File: src/rtl/psc_pkg.sv
// Package for the clamped PID controller.
// Holds field widths, register indexes, reset values and the register file type.
// No dependencies.
package psc_pkg;

    localparam int GAIN_W     = 16;
    localparam int TARGET_W   = 16;
    localparam int BOUND_W    = 32;
    localparam int DRIVE_W    = 32;
    localparam int APB_DATA_W = 32;
    localparam int APB_ADDR_W = 5;
    localparam int REG_IDX_W  = 3;
    localparam int MID_DEPTH  = 4;
    localparam int OUT_DEPTH  = 4;

    localparam logic [REG_IDX_W-1:0] REG_GAIN_P        = 3'd0;
    localparam logic [REG_IDX_W-1:0] REG_GAIN_D        = 3'd1;
    localparam logic [REG_IDX_W-1:0] REG_GAIN_I        = 3'd2;
    localparam logic [REG_IDX_W-1:0] REG_TARGET        = 3'd3;
    localparam logic [REG_IDX_W-1:0] REG_DRIVE_FLOOR   = 3'd4;
    localparam logic [REG_IDX_W-1:0] REG_DRIVE_CEILING = 3'd5;
    localparam logic [REG_IDX_W-1:0] REG_ACCUM_FLOOR   = 3'd6;
    localparam logic [REG_IDX_W-1:0] REG_ACCUM_CEILING = 3'd7;

    localparam logic signed [BOUND_W-1:0] BOUND_MIN = 32'sh8000_0000;
    localparam logic signed [BOUND_W-1:0] BOUND_MAX = 32'sh7FFF_FFFF;

    typedef struct packed {
        logic signed [GAIN_W-1:0]   gain_p;
        logic signed [GAIN_W-1:0]   gain_d;
        logic signed [GAIN_W-1:0]   gain_i;
        logic signed [TARGET_W-1:0] target;
        logic signed [BOUND_W-1:0]  drive_floor;
        logic signed [BOUND_W-1:0]  drive_ceiling;
        logic signed [BOUND_W-1:0]  accum_floor;
        logic signed [BOUND_W-1:0]  accum_ceiling;
    } t_cfg;

endpackage

File: src/rtl/psc_fifo.sv
// Small register-based queue used between the controller stages and at the output.
// Depends on nothing; DEPTH must be a power of two, at least two.
module psc_fifo #(
    parameter int WIDTH = 32,
    parameter int DEPTH = 4
) (
    input  logic                         i_clk,
    input  logic                         i_rst_n,
    input  logic                         i_push,
    input  logic [WIDTH-1:0]             i_data,
    output logic                         o_full,
    input  logic                         i_pop,
    output logic [WIDTH-1:0]             o_data,
    output logic                         o_empty,
    output logic [$clog2(DEPTH+1)-1:0]   o_count
);
    localparam int AW = $clog2(DEPTH);
    localparam int CW = $clog2(DEPTH + 1);

    logic [WIDTH-1:0] r_mem [DEPTH];
    logic [AW-1:0]    r_wr_ptr;
    logic [AW-1:0]    r_rd_ptr;
    logic [CW-1:0]    r_count;
    logic             w_wr;
    logic             w_rd;

    assign o_full  = (r_count == CW'(DEPTH));
    assign o_empty = (r_count == '0);
    assign o_count = r_count;
    assign o_data  = r_mem[r_rd_ptr];
    assign w_wr    = i_push && !o_full;
    assign w_rd    = i_pop && !o_empty;

    always_ff @(posedge i_clk) begin
        if (!i_rst_n) begin
            r_wr_ptr <= '0;
            r_rd_ptr <= '0;
            r_count  <= '0;
        end else begin
            if (w_wr) begin
                r_wr_ptr <= r_wr_ptr + AW'(1);
            end
            if (w_rd) begin
                r_rd_ptr <= r_rd_ptr + AW'(1);
            end
            case ({w_wr, w_rd})
                2'b10:   r_count <= r_count + CW'(1);
                2'b01:   r_count <= r_count - CW'(1);
                default: r_count <= r_count;
            endcase
        end
    end

    always_ff @(posedge i_clk) begin
        if (w_wr) begin
            r_mem[r_wr_ptr] <= i_data;
        end
    end

endmodule

File: src/rtl/psc_front.sv
// Front part of the controller: accepts samples, forms error and measurement change.
// Keeps the previous sample. Depends on psc_pkg.
module psc_front #(
    parameter int SAMPLE_WIDTH = 16,
    parameter int ERR_W        = 17,
    parameter int DELTA_W      = 17
) (
    input  logic                              i_clk,
    input  logic                              i_rst_n,
    input  logic                              i_push,
    input  logic signed [SAMPLE_WIDTH-1:0]    i_measurement,
    input  logic signed [psc_pkg::TARGET_W-1:0] i_target,
    input  logic                              i_mid_full,
    output logic                              o_mid_push,
    output logic [ERR_W+DELTA_W-1:0]          o_item
);
    logic signed [SAMPLE_WIDTH-1:0] r_last_sample;
    logic signed [ERR_W-1:0]        w_error;
    logic signed [DELTA_W-1:0]      w_delta;

    assign o_mid_push = i_push && !i_mid_full;
    assign w_error    = ERR_W'(i_target) - ERR_W'(i_measurement);
    assign w_delta    = DELTA_W'(r_last_sample) - DELTA_W'(i_measurement);
    assign o_item     = {w_error, w_delta};

    always_ff @(posedge i_clk) begin
        if (!i_rst_n) begin
            r_last_sample <= '0;
        end else if (o_mid_push) begin
            r_last_sample <= i_measurement;
        end
    end

endmodule

File: src/rtl/psc_back.sv
// Back part of the controller: gain multiplies, clamped integral, clamped drive sum.
// Holds the result queue. Depends on psc_pkg and psc_fifo.
module psc_back #(
    parameter int ERR_W          = 17,
    parameter int DELTA_W        = 17,
    parameter int GAIN_FRAC_BITS = 8
) (
    input  logic                              i_clk,
    input  logic                              i_rst_n,
    input  logic                              i_mid_empty,
    input  logic [ERR_W+DELTA_W-1:0]          i_item,
    output logic                              o_mid_pop,
    input  psc_pkg::t_cfg                     i_cfg,
    input  logic                              i_pop,
    output logic                              o_empty,
    output logic signed [psc_pkg::DRIVE_W-1:0] o_drive
);
    localparam int PP_W  = ERR_W + psc_pkg::GAIN_W;
    localparam int DP_W  = DELTA_W + psc_pkg::GAIN_W;
    localparam int ACC_W = PP_W + 1;
    localparam int PD_W  = ((PP_W > DP_W) ? PP_W : DP_W) + 1;
    localparam int SUM_W = PD_W + 1;
    localparam int CNT_W = $clog2(psc_pkg::OUT_DEPTH + 1);

    logic signed [ERR_W-1:0]   w_error;
    logic signed [DELTA_W-1:0] w_delta;
    logic                      r_v1;
    logic                      r_v2;
    logic signed [PP_W-1:0]    r_prod_p;
    logic signed [DP_W-1:0]    r_prod_d;
    logic signed [PP_W-1:0]    r_prod_i;
    logic signed [PD_W-1:0]    r_pd;
    logic signed [PD_W-1:0]    n_pd;
    logic signed [psc_pkg::BOUND_W-1:0] r_acc;
    logic signed [psc_pkg::BOUND_W-1:0] n_acc;
    logic signed [ACC_W-1:0]   w_acc_sum;
    logic signed [SUM_W-1:0]   w_drive_sum;
    logic signed [psc_pkg::DRIVE_W-1:0] n_drive;
    logic [CNT_W-1:0]          w_out_count;
    logic                      w_out_full;
    logic [CNT_W:0]            w_in_flight;

    assign w_error = $signed(i_item[ERR_W+DELTA_W-1:DELTA_W]);
    assign w_delta = $signed(i_item[DELTA_W-1:0]);

    assign w_in_flight = (CNT_W+1)'(w_out_count) + (CNT_W+1)'(r_v1) + (CNT_W+1)'(r_v2);
    assign o_mid_pop   = !i_mid_empty && (w_in_flight < (CNT_W+1)'(psc_pkg::OUT_DEPTH));

    always_comb begin
        w_acc_sum = ACC_W'(r_prod_i >>> GAIN_FRAC_BITS) + ACC_W'(r_acc);
        if (w_acc_sum > ACC_W'(i_cfg.accum_ceiling)) begin
            n_acc = i_cfg.accum_ceiling;
        end else if (w_acc_sum < ACC_W'(i_cfg.accum_floor)) begin
            n_acc = i_cfg.accum_floor;
        end else begin
            n_acc = w_acc_sum[psc_pkg::BOUND_W-1:0];
        end
        n_pd = PD_W'(r_prod_p >>> GAIN_FRAC_BITS) + PD_W'(r_prod_d >>> GAIN_FRAC_BITS);
    end

    always_comb begin
        w_drive_sum = SUM_W'(r_pd) + SUM_W'(r_acc);
        if (w_drive_sum > SUM_W'(i_cfg.drive_ceiling)) begin
            n_drive = i_cfg.drive_ceiling;
        end else if (w_drive_sum < SUM_W'(i_cfg.drive_floor)) begin
            n_drive = i_cfg.drive_floor;
        end else begin
            n_drive = w_drive_sum[psc_pkg::DRIVE_W-1:0];
        end
    end

    always_ff @(posedge i_clk) begin
        if (!i_rst_n) begin
            r_v1  <= 1'b0;
            r_v2  <= 1'b0;
            r_acc <= '0;
        end else begin
            r_v1 <= o_mid_pop;
            r_v2 <= r_v1;
            if (r_v1) begin
                r_acc <= n_acc;
            end
        end
    end

    always_ff @(posedge i_clk) begin
        if (o_mid_pop) begin
            r_prod_p <= PP_W'(w_error) * PP_W'(i_cfg.gain_p);
            r_prod_d <= DP_W'(w_delta) * DP_W'(i_cfg.gain_d);
            r_prod_i <= PP_W'(w_error) * PP_W'(i_cfg.gain_i);
        end
        if (r_v1) begin
            r_pd <= n_pd;
        end
    end

    psc_fifo #(
        .WIDTH (psc_pkg::DRIVE_W),
        .DEPTH (psc_pkg::OUT_DEPTH)
    ) u_out_fifo (
        .i_clk   (i_clk),
        .i_rst_n (i_rst_n),
        .i_push  (r_v2),
        .i_data  (n_drive),
        .o_full  (w_out_full),
        .i_pop   (i_pop),
        .o_data  (o_drive),
        .o_empty (o_empty),
        .o_count (w_out_count)
    );

    logic w_unused_full;
    assign w_unused_full = w_out_full;

endmodule

File: src/rtl/pid_step_clamped.sv
// Clamped PID controller: one measurement in, one drive value out per transaction.
// A sample passes the mid queue, product, sum and integral registers, then the result queue.
// Throughput is one transaction per cycle, set by the clamped integral, while results drain.
// Synchronous active-low reset clears the queues, the stored sample and the integral,
// and loads the gains and set point with zero and the bounds with the full 32-bit range.
// Depends on psc_pkg, psc_front, psc_fifo and psc_back.
module pid_step_clamped #(
    parameter int SAMPLE_WIDTH   = 16,
    parameter int GAIN_FRAC_BITS = 8
) (
    input  logic                               i_clk,
    input  logic                               i_rst_n,
    input  logic                               psel,
    input  logic                               penable,
    input  logic                               pwrite,
    input  logic [psc_pkg::APB_ADDR_W-1:0]     paddr,
    input  logic [psc_pkg::APB_DATA_W-1:0]     pwdata,
    output logic [psc_pkg::APB_DATA_W-1:0]     prdata,
    output logic                               pready,
    input  logic                               push,
    output logic                               full,
    input  logic signed [SAMPLE_WIDTH-1:0]     i_measurement,
    output logic                               empty,
    input  logic                               pop,
    output logic signed [psc_pkg::DRIVE_W-1:0] o_drive
);
    localparam int ERR_W   = ((SAMPLE_WIDTH > psc_pkg::TARGET_W) ?
                              SAMPLE_WIDTH : psc_pkg::TARGET_W) + 1;
    localparam int DELTA_W = SAMPLE_WIDTH + 1;
    localparam int ITEM_W  = ERR_W + DELTA_W;

    psc_pkg::t_cfg                   r_cfg;
    logic [psc_pkg::REG_IDX_W-1:0]   w_idx;
    logic                            w_cfg_wr;
    logic                            w_mid_push;
    logic                            w_mid_pop;
    logic                            w_mid_empty;
    logic [ITEM_W-1:0]               w_front_item;
    logic [ITEM_W-1:0]               w_mid_item;

    assign pready   = 1'b1;
    assign w_idx    = paddr[psc_pkg::APB_ADDR_W-1:2];
    assign w_cfg_wr = psel && penable && pwrite && pready;

    always_ff @(posedge i_clk) begin
        if (!i_rst_n) begin
            r_cfg.gain_p        <= '0;
            r_cfg.gain_d        <= '0;
            r_cfg.gain_i        <= '0;
            r_cfg.target        <= '0;
            r_cfg.drive_floor   <= psc_pkg::BOUND_MIN;
            r_cfg.drive_ceiling <= psc_pkg::BOUND_MAX;
            r_cfg.accum_floor   <= psc_pkg::BOUND_MIN;
            r_cfg.accum_ceiling <= psc_pkg::BOUND_MAX;
        end else if (w_cfg_wr) begin
            case (w_idx)
                psc_pkg::REG_GAIN_P:        r_cfg.gain_p        <= pwdata[15:0];
                psc_pkg::REG_GAIN_D:        r_cfg.gain_d        <= pwdata[15:0];
                psc_pkg::REG_GAIN_I:        r_cfg.gain_i        <= pwdata[15:0];
                psc_pkg::REG_TARGET:        r_cfg.target        <= pwdata[15:0];
                psc_pkg::REG_DRIVE_FLOOR:   r_cfg.drive_floor   <= pwdata;
                psc_pkg::REG_DRIVE_CEILING: r_cfg.drive_ceiling <= pwdata;
                psc_pkg::REG_ACCUM_FLOOR:   r_cfg.accum_floor   <= pwdata;
                psc_pkg::REG_ACCUM_CEILING: r_cfg.accum_ceiling <= pwdata;
                default:                    r_cfg               <= r_cfg;
            endcase
        end
    end

    always_comb begin
        case (w_idx)
            psc_pkg::REG_GAIN_P:        prdata = {16'd0, r_cfg.gain_p};
            psc_pkg::REG_GAIN_D:        prdata = {16'd0, r_cfg.gain_d};
            psc_pkg::REG_GAIN_I:        prdata = {16'd0, r_cfg.gain_i};
            psc_pkg::REG_TARGET:        prdata = {16'd0, r_cfg.target};
            psc_pkg::REG_DRIVE_FLOOR:   prdata = r_cfg.drive_floor;
            psc_pkg::REG_DRIVE_CEILING: prdata = r_cfg.drive_ceiling;
            psc_pkg::REG_ACCUM_FLOOR:   prdata = r_cfg.accum_floor;
            psc_pkg::REG_ACCUM_CEILING: prdata = r_cfg.accum_ceiling;
            default:                    prdata = '0;
        endcase
    end

    psc_front #(
        .SAMPLE_WIDTH (SAMPLE_WIDTH),
        .ERR_W        (ERR_W),
        .DELTA_W      (DELTA_W)
    ) u_front (
        .i_clk         (i_clk),
        .i_rst_n       (i_rst_n),
        .i_push        (push),
        .i_measurement (i_measurement),
        .i_target      (r_cfg.target),
        .i_mid_full    (full),
        .o_mid_push    (w_mid_push),
        .o_item        (w_front_item)
    );

    psc_fifo #(
        .WIDTH (ITEM_W),
        .DEPTH (psc_pkg::MID_DEPTH)
    ) u_mid_fifo (
        .i_clk   (i_clk),
        .i_rst_n (i_rst_n),
        .i_push  (w_mid_push),
        .i_data  (w_front_item),
        .o_full  (full),
        .i_pop   (w_mid_pop),
        .o_data  (w_mid_item),
        .o_empty (w_mid_empty),
        .o_count ()
    );

    psc_back #(
        .ERR_W          (ERR_W),
        .DELTA_W        (DELTA_W),
        .GAIN_FRAC_BITS (GAIN_FRAC_BITS)
    ) u_back (
        .i_clk       (i_clk),
        .i_rst_n     (i_rst_n),
        .i_mid_empty (w_mid_empty),
        .i_item      (w_mid_item),
        .o_mid_pop   (w_mid_pop),
        .i_cfg       (r_cfg),
        .i_pop       (pop),
        .o_empty     (empty),
        .o_drive     (o_drive)
    );

endmodule

File: config.mk
export PLATFORM = sky130hd
export DESIGN_NAME = pid_step_clamped
export DESIGN_NICKNAME = d
export VERILOG_FILES = /design/src/rtl/psc_pkg.sv /design/src/rtl/psc_fifo.sv /design/src/rtl/psc_front.sv /design/src/rtl/psc_back.sv /design/src/rtl/pid_step_clamped.sv
export SDC_FILE = /design/constraint.sdc
export NUM_CORES = 2
export LEC_CHECK = 0
export ABC_AREA = 1
export BUFFER_PORTS_ARGS = -buffer_cell sky130_fd_sc_hd__clkbuf_2
export CAP_MARGIN = 10
export CORE_ASPECT_RATIO = 1.1
export CORE_UTILIZATION = 36
export CTS_CLUSTER_SIZE = 28
export DETAILED_ROUTE_END_ITERATION = 8
export GPL_TIMING_DRIVEN = 0
export SETUP_SLACK_MARGIN = 0.2
export SYNTH_ARGS = -nofsm -noshare
export SYNTH_HDL_FRONTEND = slang
export SYNTH_SLANG_ARGS = --single-unit
export TNS_END_PERCENT = 100
File: constraint.sdc
create_clock -name i_clk -period 9 [get_ports i_clk]
set_input_delay 0 -clock i_clk [delete_from_list [all_inputs] [get_ports i_clk]]
set_output_delay 0 -clock i_clk [all_outputs]
set_load 0.02 [all_outputs]
==> flow_summary.ini <==
[drt]
post_drt_wl_per_cell_um = 22.1
drc = 0
final_antenna_net_count = 0
via_per_inst = 5.27
vias = 55400
first_pass_iters = 7
initialDrtViolationCount = 5503
route.final.wire_length_mm = 232

[clocking]
cts.sinks = 625
clk_pin_slew_worst_paths_ps = 70
cts_max_level = 3
cts_setup_buffers = 0
clock_path_buffers = 3
cts_buffers = 73
cts_tree = yes
insertion_delay_ps = 670
cts_root_buf = clkbuf_16

[yosys]
syn-num-nets = 9189
synth_edf_count = 365
ys_async_sr_fraction = 0
ys_seq_area_frac = 0.248
synth_area_um2 = 65200
ys_types = 59
synth-main-ff-cell = edfxtp_1
syn_avg_cell_area_um2 = 8.36
ys_ff_latch = 625
ys_warn_count = 0
syn_inst = 7792

[sta]
finalCritPeriodShare = 0.959
max_freq_ghz = 0.116
worst_slew_pin_slew_ps = 1470
setup_ws_ps = 365
finalSetupViolCount = 0
min_period_ps = 8630
hold_viol = 0
maxSlewViolCount = 0
relSlewSlack = 0.0220
finalSetupTns_ps = 0
fin_skew_ps = 23.9
rsz0062_at_grt = false

[global_routing]
antenna_found_initial = 15
grt_pass1_wl_mm = 346
gr-total-overflow = 0
grt_usage = 0.252
grt_pass1_vias = 55100
grt_max_degree = 28

[pwr]
peakVddDrop_uv = 257
switching_share = 0.524
fin_total_pwr_mw = 19.1
seqPwrFrac = 0.240
p_leak_nw = 34.5
p_clk_frac = 0.159
switchingPower_mw = 10.0
p_comb_frac = 0.601
p_int_mw = 9.10
power.density_nw_per_um2 = 265

[finish]
fin_nets = 9455
mostFrequentLayoutCells = inv_1 (1,470), nand2_1 (1,375), fa_1 (832), nor2_1 (764), a21oi_1 (524)
layout_commonest_cell = inv_1
final_cells = 10500
drive_above_1_share = 0.0451
syn2layout_area_growth_pct = 10.7

[placement]
place_ws_ps = 446
port-buffer-count = 123
hpwl_mm = 190
globalplace.congestion = 1.00
dp.cells = 10300

[floorplan]
fp.dieW_um = 408
initial_core_util = 0.363
die_h_um = 448
rows = 163
core_region_area_um2 = 180000
die_area_um2 = 183000
ioPinCount = 127

[worst_hold_path]
hold_path.class = input pin to register

[worst_setup_path]
slowest_delay_ps = 570
slowest_stage = clkbuf_1
path_class = register to register
cp_common_cell = fa_1
crit_fanout = 10
cp.required_ps = 9370
startpoint_type = register
worstPathArrival_ps = 9000
cp-end-kind = register

[run_status]
status = finished, final reports clean

[job]
maxCapViolCount = 0
[critical path, delay by kind of cell (launching register included)]
| family | cells | cell delay (ps) |
|---|---|---|
| fa+ha+maj | 7 | 3490 |
| buf+inv | 8 | 1990 |
| simple gates | 5 | 940 |
| flops | 1 | 460 |
| xor+xnor | 1 | 510 |
| compound gates | 4 | 930 |
[final timing paths]
path	slack [ps]	to	startpoint	cells after the start
setup / recovery	370	u_back.r_prod_p[28]$_DFFE_PP_	register	25
hold / removal	70	r_cfg[127]$_SDFFE_PN1P_	paddr[2]	5
setup reg to reg	370	u_back.r_prod_p[28]$_DFFE_PP_	register	25
hold reg to reg	460	u_front.r_last_sample[0]$_SDFFE_PN0P_	u_front.r_last_sample[0]$_SDFFE_PN0P_	2
[cell usage after synthesis, drive strengths merged (16+ instances only)]
library cell / count / area, um2
a21o: 32 / 240
a21oi: 526 / 2640
a221oi: 23 / 201
a22oi: 16 / 120
a31oi: 37 / 231
buf: 55 / 319
clkbuf: 199 / 747
clkinv: 29 / 109
dfxtp: 260 / 5200
edfxtp: 365 / 11000
fa: 832 / 16700
ha: 505 / 6320
inv: 1478 / 5550
nand2: 1400 / 5340
nand3: 293 / 1520
nand3b: 22 / 165
nand4: 76 / 503
nor2: 778 / 2950
nor3: 46 / 235
o211ai: 21 / 158
o21a: 23 / 173
o21ai: 475 / 2410
o221ai: 16 / 140
o22ai: 58 / 363
xnor2: 47 / 412
xor2: 124 / 1090
[logic make-up (layout without fill, tap and decap cells)]
family,count (synthesis),in the layout,synth area share
AO/OA/AOI/OAI,1265,1265,0.107
XOR/XNOR,171,171,0.0230
adder cells (fa/ha/maj),1337,1337,0.353
buffers and inverters,1761,2086,0.103
flip-flops,625,625,0.248
other,1,7,0.0000575
AND/OR/NAND/NOR,2632,2632,0.166
[final cells by class]
cell class,count,area [um2]
Buffer,254,1070
Inverter,1507,5660
Clock inverter,42,478
Clock buffer,92,1970
Tap cell,2392,2990
Fill cell,18200,108000
Antenna cell,6,15.0
Timing Repair Buffer,191,1430
Multi-Input combinational cell,5406,42300
Sequential cell,625,16200
[flip-flops by register name (all words and copies together) (netlist names), 3 cells and up, named ones only]
| register | cells |
|---|---|
| r_cfg | 192 |
| u_mid_fifo.r_mem | 136 |
| u_back.u_out_fifo.r_mem | 128 |
| u_back.r_acc | 32 |
| u_back.r_pd | 26 |
| u_back.r_prod_d | 25 |
| u_back.r_prod_i | 25 |
| u_back.r_prod_p | 25 |
| u_front.r_last_sample | 16 |
| u_back.u_out_fifo.o_count | 3 |
| u_mid_fifo.o_count | 3 |
[per-stage QoR]
stage	hold slack (ps)	instance area, um2	utilization
after global routing	46.1	72100	0.401
after floorplan	126	65200	-
after global placement	288	68800	0.383
after detailed placement	290	69100	0.385
after CTS	3.19	72100	0.401
final	67.0	72100	0.401
[routing by layer]
layer  global-route usage  vias up  part of all wire
met3               0.0436      569             0.080
met5                    0        -           0.00026
met4                0.117        8             0.053
met1                0.322    27100              0.41
li1                     -    25300                 -
met2                0.417     2376              0.46
[power by group through the flow]
stage | clock [mW] | sequential [mW] | combinational, mW
2_1_floorplan | 0 | 4.47 | 7.11
3_3_place_gp | 0 | 4.68 | 11.0
3_5_place_dp | 0 | 4.63 | 11.2
4_1_cts | 3.07 | 4.57 | 11.3
5_1_grt | 3.18 | 4.61 | 12.5
6_report | 3.05 | 4.58 | 11.5
[timing repair]
| action | CTS | global route |
|---|---|---|
| hold buffers | 52 | 0 |
| hold endpoints to repair | 142 | 0 |
| gates resized for setup | 0 | 8 |
| endpoints found under the setup margin | 0 | 3 |
Note: power is estimated with default switching activity, not from simulation.
